<file path="config.mk">
export PLATFORM = sky130hd
export DESIGN_NAME = hsl_to_rgb_converter
export DESIGN_NICKNAME = d
export VERILOG_FILES = /design/src/design/hsl2rgb_pkg.sv /design/src/design/hsl_to_rgb_converter.sv /design/src/design/hsl2rgb_prep.sv /design/src/design/hsl2rgb_chan.sv
export SDC_FILE = /design/constraint.sdc
export NUM_CORES = 2
export LEC_CHECK = 0
export BUFFER_PORTS_ARGS = -buffer_cell sky130_fd_sc_hd__buf_2
export CORE_ASPECT_RATIO = 0.5
export CORE_MARGIN = 5
export CORE_UTILIZATION = 50
export CTS_CLUSTER_DIAMETER = 60
export DETAILED_ROUTE_END_ITERATION = 8
export PLACE_DENSITY = 0.66
export RECOVER_POWER = 50
export SLEW_MARGIN = 20
export SYNTH_ARGS = -nofsm -noshare
export SYNTH_HDL_FRONTEND = slang
export SYNTH_SLANG_ARGS = --single-unit
</file>
<file path="constraint.sdc">
create_clock -name aclk -period 13.15 [get_ports aclk]
set_input_delay 1.315 -clock aclk [delete_from_list [all_inputs] [get_ports aclk]]
set_output_delay 1.315 -clock aclk [all_outputs]
set_load 0.01 [all_outputs]
</file>
<file path="src/design/hsl2rgb_pkg.sv">
// Shared constants and pipeline control type for the HSL to RGB converter.
package hsl2rgb_pkg;

    localparam int FRAC_BITS_DEF = 16;
    localparam int NUM_STAGES    = 6;
    localparam logic [7:0] BYTE_MAX = 8'd255;

    // One load enable per pipeline stage; a stage loads whenever it may accept an item.
    typedef struct packed {
        logic [NUM_STAGES-1:0] ld;
    } pipe_ctrl_t;

endpackage

</file>
<file path="src/design/hsl_to_rgb_converter.sv">
// Top level of the HSL to RGB converter: pipeline control and channel instances.
//
// Converts one pixel per clock, while the output side does not stall, from hue,
// lightness and saturation (fixed point, FRAC_BITS fraction bits) to 8-bit red,
// green and blue, with alpha carried alongside. The pipeline has six register
// stages. The L*S multiplier sits in stage two and the three channel blend
// multipliers in stage four. Each stage holds its item while the stage after it
// is full and stalled, so bubbles are squeezed out and s_ready only falls once
// every stage holds an item.
module hsl_to_rgb_converter #(
    parameter int FRAC_BITS = hsl2rgb_pkg::FRAC_BITS_DEF
) (
    input  logic                 aclk,
    input  logic                 aresetn,
    input  logic                 s_valid,
    output logic                 s_ready,
    input  logic [FRAC_BITS-1:0] s_hue,
    input  logic [FRAC_BITS:0]   s_lightness,
    input  logic [FRAC_BITS:0]   s_saturation,
    input  logic [7:0]           s_alpha_in,
    output logic                 m_valid,
    input  logic                 m_ready,
    output logic [7:0]           m_red,
    output logic [7:0]           m_green,
    output logic [7:0]           m_blue,
    output logic [7:0]           m_alpha_out
);
    import hsl2rgb_pkg::*;

    localparam int F  = FRAC_BITS;
    localparam int LW = F + 1;
    localparam int TW = F + 3;

    logic [NUM_STAGES-1:0] vld_reg, vld_next;
    logic [NUM_STAGES-1:0] rdy;
    pipe_ctrl_t            ctrl;
    logic [7:0]            alpha_reg [NUM_STAGES];

    logic [LW-1:0] p_val, d_val;
    logic [TW-1:0] t6_red, t6_green, t6_blue;

    // A stage may load when it is empty or its contents move on this cycle.
    always_comb begin
        rdy[NUM_STAGES-1] = ~vld_reg[NUM_STAGES-1] | m_ready;
        for (int k = NUM_STAGES - 2; k >= 0; k--) begin
            rdy[k] = ~vld_reg[k] | rdy[k+1];
        end
        ctrl.ld = rdy;
    end

    always_comb begin
        vld_next = vld_reg;
        if (rdy[0]) begin
            vld_next[0] = s_valid;
        end
        for (int k = 1; k < NUM_STAGES; k++) begin
            if (rdy[k]) begin
                vld_next[k] = vld_reg[k-1];
            end
        end
    end

    always_ff @(posedge aclk) begin
        if (!aresetn) begin
            vld_reg <= '0;
        end else begin
            vld_reg <= vld_next;
        end
    end

    always_ff @(posedge aclk) begin
        if (ctrl.ld[0]) begin
            alpha_reg[0] <= s_alpha_in;
        end
        for (int k = 1; k < NUM_STAGES; k++) begin
            if (ctrl.ld[k]) begin
                alpha_reg[k] <= alpha_reg[k-1];
            end
        end
    end

    hsl2rgb_prep #(
        .FRAC_BITS (FRAC_BITS)
    ) u_prep (
        .aclk       (aclk),
        .ctrl       (ctrl),
        .hue        (s_hue),
        .lightness  (s_lightness),
        .saturation (s_saturation),
        .p_out      (p_val),
        .d_out      (d_val),
        .t6_red     (t6_red),
        .t6_green   (t6_green),
        .t6_blue    (t6_blue)
    );

    hsl2rgb_chan #(
        .FRAC_BITS (FRAC_BITS)
    ) u_chan_red (
        .aclk (aclk),
        .ctrl (ctrl),
        .t6   (t6_red),
        .p_in (p_val),
        .d_in (d_val),
        .chan (m_red)
    );

    hsl2rgb_chan #(
        .FRAC_BITS (FRAC_BITS)
    ) u_chan_green (
        .aclk (aclk),
        .ctrl (ctrl),
        .t6   (t6_green),
        .p_in (p_val),
        .d_in (d_val),
        .chan (m_green)
    );

    hsl2rgb_chan #(
        .FRAC_BITS (FRAC_BITS)
    ) u_chan_blue (
        .aclk (aclk),
        .ctrl (ctrl),
        .t6   (t6_blue),
        .p_in (p_val),
        .d_in (d_val),
        .chan (m_blue)
    );

    assign s_ready     = rdy[0];
    assign m_valid     = vld_reg[NUM_STAGES-1];
    assign m_alpha_out = alpha_reg[NUM_STAGES-1];

endmodule

</file>
<file path="src/design/hsl2rgb_prep.sv">
// Input saturation, chroma product, hue positions, and the shared p and q-p terms.
module hsl2rgb_prep #(
    parameter int FRAC_BITS = hsl2rgb_pkg::FRAC_BITS_DEF
) (
    input  logic                   aclk,
    input  hsl2rgb_pkg::pipe_ctrl_t ctrl,
    input  logic [FRAC_BITS-1:0]   hue,
    input  logic [FRAC_BITS:0]     lightness,
    input  logic [FRAC_BITS:0]     saturation,
    output logic [FRAC_BITS:0]     p_out,
    output logic [FRAC_BITS:0]     d_out,
    output logic [FRAC_BITS+2:0]   t6_red,
    output logic [FRAC_BITS+2:0]   t6_green,
    output logic [FRAC_BITS+2:0]   t6_blue
);
    import hsl2rgb_pkg::*;

    localparam int F  = FRAC_BITS;
    localparam int LW = F + 1;
    localparam int TW = F + 3;
    localparam int XW = F + 4;
    localparam int PW = 2 * F + 2;
    localparam int QW = F + 3;

    localparam logic [LW-1:0] ONE      = LW'(1) << F;
    localparam logic [XW-1:0] TWO_ONE  = XW'(2) << F;
    localparam logic [XW-1:0] FOUR_ONE = XW'(4) << F;
    localparam logic [XW-1:0] SIX_ONE  = XW'(6) << F;
    localparam logic [PW-1:0] ROUND_UP = PW'(ONE) - PW'(1);

    logic [F-1:0]  h1_reg;
    logic [LW-1:0] l1_reg, s1_reg;
    logic [LW-1:0] l_next, s_next;

    logic [PW-1:0] ls_reg, ls_next;
    logic [LW-1:0] l2_reg, s2_reg;
    logic [TW-1:0] t6r_reg, t6g_reg, t6b_reg;
    logic [TW-1:0] t6r_next, t6g_next, t6b_next;
    logic [XW-1:0] h6, sum_r, sum_b;

    logic [LW-1:0] p_reg, d_reg, p_next, d_next;
    logic [QW-1:0] lo_part, hi_part, q_full, p_full;
    logic [LW-1:0] q_val, p_val;
    logic          half;

    // Stage 1: values above one saturate to one.
    always_comb begin
        l_next = (lightness > ONE) ? ONE : lightness;
        s_next = (saturation > ONE) ? ONE : saturation;
    end

    always_ff @(posedge aclk) begin
        if (ctrl.ld[0]) begin
            h1_reg <= hue;
            l1_reg <= l_next;
            s1_reg <= s_next;
        end
    end

    // Stage 2: L*S, and hue positions in sixths of a turn for each channel.
    always_comb begin
        ls_next  = PW'(l1_reg) * PW'(s1_reg);
        h6       = (XW'(h1_reg) << 2) + (XW'(h1_reg) << 1);
        sum_r    = h6 + TWO_ONE;
        sum_b    = h6 + FOUR_ONE;
        t6r_next = (sum_r >= SIX_ONE) ? TW'(sum_r - SIX_ONE) : TW'(sum_r);
        t6g_next = TW'(h6);
        t6b_next = (sum_b >= SIX_ONE) ? TW'(sum_b - SIX_ONE) : TW'(sum_b);
    end

    always_ff @(posedge aclk) begin
        if (ctrl.ld[1]) begin
            ls_reg  <= ls_next;
            l2_reg  <= l1_reg;
            s2_reg  <= s1_reg;
            t6r_reg <= t6r_next;
            t6g_reg <= t6g_next;
            t6b_reg <= t6b_next;
        end
    end

    // Stage 3: q is the floored upper term. For the bright half the product is
    // subtracted, so its fraction rounds up before it is taken away.
    always_comb begin
        half    = ~l2_reg[F] & ~l2_reg[F-1];
        lo_part = QW'(ls_reg >> F);
        hi_part = QW'((ls_reg + ROUND_UP) >> F);
        q_full  = half ? (QW'(l2_reg) + lo_part)
                       : (QW'(l2_reg) + QW'(s2_reg) - hi_part);
        q_val   = q_full[LW-1:0];
        p_full  = (QW'(l2_reg) << 1) - QW'(q_val);
        p_val   = p_full[LW-1:0];
        if (s2_reg == '0) begin
            // Grey: every channel becomes L*ONE, which the channel path scales by 255.
            p_next = l2_reg;
            d_next = '0;
        end else begin
            p_next = p_val;
            d_next = q_val - p_val;
        end
    end

    always_ff @(posedge aclk) begin
        if (ctrl.ld[2]) begin
            p_reg <= p_next;
            d_reg <= d_next;
        end
    end

    assign p_out    = p_reg;
    assign d_out    = d_reg;
    assign t6_red   = t6r_reg;
    assign t6_green = t6g_reg;
    assign t6_blue  = t6b_reg;

endmodule

</file>
<file path="src/design/hsl2rgb_chan.sv">
// One colour channel: hue segment weight, blend product and scaling to a byte.
module hsl2rgb_chan #(
    parameter int FRAC_BITS = hsl2rgb_pkg::FRAC_BITS_DEF
) (
    input  logic                   aclk,
    input  hsl2rgb_pkg::pipe_ctrl_t ctrl,
    input  logic [FRAC_BITS+2:0]   t6,
    input  logic [FRAC_BITS:0]     p_in,
    input  logic [FRAC_BITS:0]     d_in,
    output logic [7:0]             chan
);
    import hsl2rgb_pkg::*;

    localparam int F  = FRAC_BITS;
    localparam int LW = F + 1;
    localparam int TW = F + 3;
    localparam int PW = 2 * F + 2;
    localparam int WW = PW + 8;

    localparam logic [TW-1:0] ONE_T   = TW'(1) << F;
    localparam logic [TW-1:0] THREE_T = TW'(3) << F;
    localparam logic [TW-1:0] FOUR_T  = TW'(4) << F;

    logic [LW-1:0] m_reg, m_next;
    logic [PW-1:0] prod_reg, prod_next;
    logic [LW-1:0] p4_reg;
    logic [PW-1:0] v_reg, v_next;
    logic [WW-1:0] w;
    logic [9:0]    scaled;
    logic [7:0]    chan_reg, chan_next;

    // Stage 3: the channel value is p*ONE + (q-p)*m, with m running from 0 to ONE.
    always_comb begin
        if (t6 < ONE_T) begin
            m_next = LW'(t6);
        end else if (t6 < THREE_T) begin
            m_next = LW'(ONE_T);
        end else if (t6 < FOUR_T) begin
            m_next = LW'(FOUR_T - t6);
        end else begin
            m_next = '0;
        end
    end

    always_ff @(posedge aclk) begin
        if (ctrl.ld[2]) begin
            m_reg <= m_next;
        end
    end

    // Stage 4: blend product.
    assign prod_next = PW'(d_in) * PW'(m_reg);

    always_ff @(posedge aclk) begin
        if (ctrl.ld[3]) begin
            prod_reg <= prod_next;
            p4_reg   <= p_in;
        end
    end

    // Stage 5: add the base level.
    assign v_next = (PW'(p4_reg) << F) + prod_reg;

    always_ff @(posedge aclk) begin
        if (ctrl.ld[4]) begin
            v_reg <= v_next;
        end
    end

    // Stage 6: times 255 as a shift and subtract, then truncate and clamp.
    always_comb begin
        w         = (WW'(v_reg) << 8) - WW'(v_reg);
        scaled    = w[WW-1:2*F];
        chan_next = (scaled[9:8] != 2'b00) ? BYTE_MAX : scaled[7:0];
    end

    always_ff @(posedge aclk) begin
        if (ctrl.ld[5]) begin
            chan_reg <= chan_next;
        end
    end

    assign chan = chan_reg;

endmodule

</file>
; Yosys cells after proc, flatten, opt, wreduce, memory -nomap -nowiden
; Memories as Yosys holds them, arrays and structs flattened.
; Index checks and enable logic that the tools add are counted.
[classes]
n_lt_le_gt_ge = 13
mul = 4
bitwise_logic = 15
n_reduce_logical = 4
n_addsub = 20
muxes = 25
[ops]
columns = operator, count
row1 = 2-to-1 mux 17 bit, 11
row2 = subtractor 42 x 34 -> 42 bit, 3
row3 = adder 33 x 34 -> 34 bit, 3
row4 = multiplier 17 x 17 -> 34 bit, 3
row5 = "< comparator 19 x 17 -> 1 bit, second input constant", 3
row6 = "< comparator 19 x 18 -> 1 bit, second input constant", 3
row7 = "< comparator 19 bit, second input constant", 3
row8 = "subtractor 1 x 17 -> 17 bit, first input constant", 3
row9 = subtractor 17 bit, 3
row10 = ">= comparator 20 x 19 -> 1 bit, second input constant", 2
row11 = 2-to-1 mux 19 bit, 2
row12 = "subtractor 19 bit, second input constant", 2
row13 = adder 17 bit, 2
row14 = "> comparator 17 bit, second input constant", 2
row15 = "adder 33 x 16 -> 33 bit, second input constant", 1
row16 = multiplier 17 x 17 -> 33 bit, 1
row17 = "adder 19 x 18 -> 20 bit, second input constant", 1
row18 = "adder 19 x 19 -> 20 bit, second input constant", 1
row19 = adder 18 x 17 -> 19 bit, 1
row20 = zero test 17 bit, 1
row21 = 2-to-1 mux 1 bit, 12
row22 = inverter 1 bit, 8
row23 = OR 1 bit, 6
row24 = nonzero test 2 bit, 3
row25 = bitwise AND 1 bit, 1
[word_totals]
n_memories = 1
reg_bits = 510
output_inout_bits = 34
wordCells = 112
mem_bits_rw = 48
input_bits = 62
[memory_table]
columns = name, words, word_bits, rd, rd_clocked_by_memory_dff, write_ports, line_no
row1 = alpha_reg, 6, 8, 6, 0, 6, hsl_to_rgb_converter.sv:37  ; logic [7:0] alpha_reg [NUM_STAGES];

; Depth between registers and ports, before layout
[depth]
ltp_word = 9
mapped_depth = 33
ltp_nobuf = 33

; Hierarchy
; Synthesis repeated with hierarchy kept, for this count alone.
[unflattened]
hier_cells = 6802
area_unflattened_um2 = 67148.2
[by_module_without_submodules]
columns = mod, instances, seq_area_each_um2, cells_each, area_each_um2
row1 = hsl2rgb_prep, 1, 5134.9, 1970, 19646.3
row2 = hsl2rgb_chan at u_chan_green, 1, 3303.2, 1620, 15523.6
row3 = hsl2rgb_chan at u_chan_blue, 1, 3303.2, 1576, 15218.3
row4 = hsl2rgb_chan at u_chan_red, 1, 3303.2, 1562, 15084.5
row5 = hsl_to_rgb_converter, 1, 1561.5, 74, 1675.4

; Worst setup path after synthesis
; Ideal clock, no wire load.
[synth_timing]
path_type = register to register
startpoint = register u_prep.ls_reg[4]
endpoint = register u_prep.d_reg[16], in the netlist u_prep.d_out[16], data pin
synth_period_minus_slack_ns = 6.829
slack_ns = 6.321
stages_incl_launch_ff = 29
setup_time_ns = 0.262
required_ns = 12.888
n_path_buf = 0
t_arrival_ns = 6.566
path_cell_list = edfxtp_1 nor4_1 a41oi_2 nand2_1 xor2_1 fa_1 ha_1 nor2b_1 o31a_1 o31ai_1 nand2b_1 a21oi_1 xor2_1 nor2_1 a21o_1 inv_1 ha_1 nor2b_1 a2111oi_0 or4b_1 a31oi_1 maj3_1 o31ai_1 xor2_1 ha_1 nand3_1 or4_1 o2111ai_1 mux2_1
[synth_via]
elab_chain_len = 5
[synth_lines]
columns = element, line_no
row1 = "start, declared", hsl2rgb_prep.sv:35  ; logic [PW-1:0] ls_reg, ls_next;
row2 = "start signal, assigned", hsl2rgb_prep.sv:73  ; ls_reg <= ls_next;
row3 = adder 33 x 16 -> 33 bit (*), hsl2rgb_prep.sv:87  ; hi_part = QW'((ls_reg + ROUND_UP) >> F);
row4 = subtractor 17 bit (*), hsl2rgb_prep.sv:89  ; : (QW'(l2_reg) + QW'(s2_reg) - hi_part);
row5 = 2-to-1 mux 17 bit (*), hsl2rgb_prep.sv:88  ; q_full = half ? (QW'(l2_reg) + lo_part)
row6 = subtractor 17 bit, hsl2rgb_prep.sv:91  ; p_full = (QW'(l2_reg) << 1) - QW'(q_val);
row7 = subtractor 17 bit (*), hsl2rgb_prep.sv:99  ; d_next = q_val - p_val;
row8 = "end signal, assigned", hsl2rgb_prep.sv:106  ; d_reg <= d_next;
row9 = "end, declared", hsl2rgb_prep.sv:41  ; logic [LW-1:0] p_reg, d_reg, p_next, d_next;
; Mark *: on every way between the ends. The rest lies on a longest branch, timed or not.
; A chain may end at the register's enable or synchronous reset.

; Final worst setup path
[layout_timing]
startpoint = register u_prep.d_reg[1], in the netlist u_prep.d_out[1]
endpoint = register u_chan_blue.prod_reg[33], data pin
[layout_via]
elab_chain_len = 1
[layout_lines]
columns = element, line_no
row1 = multiplier 17 x 17 -> 34 bit, hsl2rgb_chan.sv:52  ; assign prod_next = PW'(d_in) * PW'(m_reg);
row2 = named net u_chan_blue.prod_next[33], hsl2rgb_chan.sv:25  ; logic [PW-1:0] prod_reg, prod_next;
row3 = "end signal, assigned", hsl2rgb_chan.sv:56  ; prod_reg <= prod_next;
row4 = "end, declared", hsl2rgb_chan.sv:25
; The timed path passes the listed nets, and every way through them passes these cells.

==> results.cfg <==
[drt]
wl_per_cell_um = 19.18
drc = 0
vias_per_cell = 5.451
wirelength_um = 150200
drt_pass1_iterations = 8
ant_nets = 0
drt_iter0_drc = 2963
dr_total_vias = 42700

[yosys]
synth-edff-count = 501
async_flop_share_pct = 0
yosys.area.top_type = fa_1
synth_common_cells = inv_1, fa_1, nand2_1
syn_area_mm2 = 0.06103
yosysUniqueCellTypes = 82
synth_most_common_cell = inv_1
synthTopCellsByArea = fa_1, edfxtp_1, ha_1, inv_1, nand2_1
yosysTopAreaCellShare_pct = 28.01
ys_warn_count = 0
synthCells = 6162
ys_ff_latch = 507
syn_area_per_cell_um2 = 9.904
synth.yosys.seq_area_share_pct = 24.85
ys.flop_type = edfxtp_1

[clock_network]
cts_buffer_depth = 3
ctsResizeCount = 0
cts-root-buf = clkbuf_16
cts_buffers = 57
post_cts_buffers = 0
cts_hold_buf = 0
cts.clk_slew.worst_paths_ns = 0.07
clock_latency_ns = 0.66
cts_tree = done
cts_sinks = 507
htree_levels = 2

[sta]
max_freq_mhz = 115.0
post-route-min-period_ns = 8.693
worstMarginPinSlew_ns = 4.929
slew_headroom_pct = -228.6
finalSetupViolCount = 0
clock_skew_ns = 0.03872
hold_violations = 0
tns_ns = 0
finalCritPeriodShare_pct = 66.11
rsz0062_at_grt = false
slew_viol_final = 337

[outcome]
status = complete, but fails checks
violations = max-capacitance violations, max-slew violations

[worst_setup_path]
start_kind = flip-flop
critical_path_class = flip-flop to flip-flop
endpoint_kind = flip-flop
path_max_fanout = 48
arrival_ns = 9.11
reg2reg_depth = 26
crit_required_ns = 13.56

[die]
start_util_pct = 50.51
die_x_um = 504.1
rows = 90
core_mm2 = 0.1208
io_pins = 96
dieArea_mm2 = 0.1296
dieHeight_um = 257.0

[placement]
post-dp-hpwl_um = 115600
io_buffers = 95
gp_congestion = 0.8704

[worst_hold_path]
whs_path_depth = 0
min-delay-path-class = flip-flop to flip-flop

[global_route]
grt_max_degree = 89
antenna_found_initial = 7
grt_use_total_pct = 23.39
grt.overflow.total = 0
grt_pass1_vias = 45293
grt_pass1_wl_um = 242200

[cells_and_area]
syn2layout_area_growth_pct = 6.698
layout-drive-gt1-share_pct = 3.392
largest_reg_flops = 48
nets = 7726

[job]
cap_viol_max_count = 6
critical path, cell delays in order (launching register included):
cell      delay, ns
edfxtp_1       0.33
clkbuf_1       1.83
nand2_1        0.25
fa_1           0.61
inv_1          0.04
ha_1           0.18
inv_1          0.08
fa_1           0.44
fa_1           0.54
inv_1          0.05
fa_1           0.47
inv_1          0.05
fa_1           0.47
inv_1          0.04
ha_1           0.33
a21o_1         0.20
a21o_1         0.16
a21o_1         0.16
a21oi_1        0.20
o21ai_0        0.26
a221oi_1       0.55
o211ai_1       0.23
a31oi_1        0.26
a21oi_1        0.15
a21o_1         0.21
a21oi_1        0.21
xnor2_1        0.09
stage by stage:
stage / instances / hold WS (ns) / setup slack [ns] / cell area [µm²] / util [%]
after CTS: 7830 / 0.4074 / 5.315 / 65230 / 53.99
after floorplan: 6190 / 0.4003 / 6.321 / 61130 / -
final: 7833 / 0.4072 / 4.457 / 65110 / 53.89
after global placement: 7723 / 0.4007 / 5.497 / 63140 / 52.26
after detailed placement: 7723 / 0.4045 / 5.355 / 63170 / 52.28
after global routing: 7830 / 0.4230 / 3.870 / 65110 / 53.88
path summary, 6_finish.rpt:
| kind | slack, ns | start | end |
|---|---|---|---|
| worst max-delay path | 4.46 | u_prep.d_out[1] | u_chan_blue.prod_reg[33] |
| worst min-delay path | 0.41 | u_chan_green.prod_reg[15] | u_chan_green.v_reg[15] |
| worst max register to register | 4.46 | u_prep.d_out[1] | u_chan_blue.prod_reg[33] |
| worst min register to register | 0.41 | u_chan_green.prod_reg[15] | u_chan_green.v_reg[15] |
kinds of logic after synthesis:
group,synth area share [%]
simple gates,13.93
fa+ha+maj,41.13
buf+inv,8.804
compound gates,7.764
flops,24.85
xor+xnor,3.229
mux,0.2870
other cells,0.01231
cell type report:
cell class,count,area [µm²]
repair buffers,131,664.4
inverters,1221,4587
multi-input cells,4254,40620
fillers,10620,55710
clock buffers,63,1501
flip-flops and latches,507,15160
well taps,1610,2014
diodes,3,7.507
clock inverters,44,555.5
per-layer routing:
metal	part of all wire [%]	wire length, µm	up-vias	track usage, %
met5	0.027	41	-	0
met4	3.2	4817	6	6.523
met3	8.3	12490	297	5.742
met2	46	68560	1466	38.26
met1	43	64340	21282	31.22
li1	-	-	19649	-
cell usage in the layout, fill, tap and decap left out, types with 26 or more instances in the layout:
master / n
a21o_1: 83
a21oi_1: 173
and2_1: 425
and3_1: 29
buf_2: 60
buf_4: 26
clkbuf_1: 48
clkbuf_16: 59
conb_1: 30
edfxtp_1: 501
fa_1: 854
ha_1: 638
inv_1: 1218
nand2_1: 765
nand2b_1: 28
nand3_1: 47
nor2_1: 210
nor2b_1: 65
nor3_1: 55
o21a_1: 39
o21ai_0: 163
o21bai_1: 36
o31ai_1: 50
or3_1: 28
xnor2_1: 179
xor2_1: 46
Power is not shown: default switching activity piles up to over one toggle a cycle in this logic, so the estimate is an artifact.
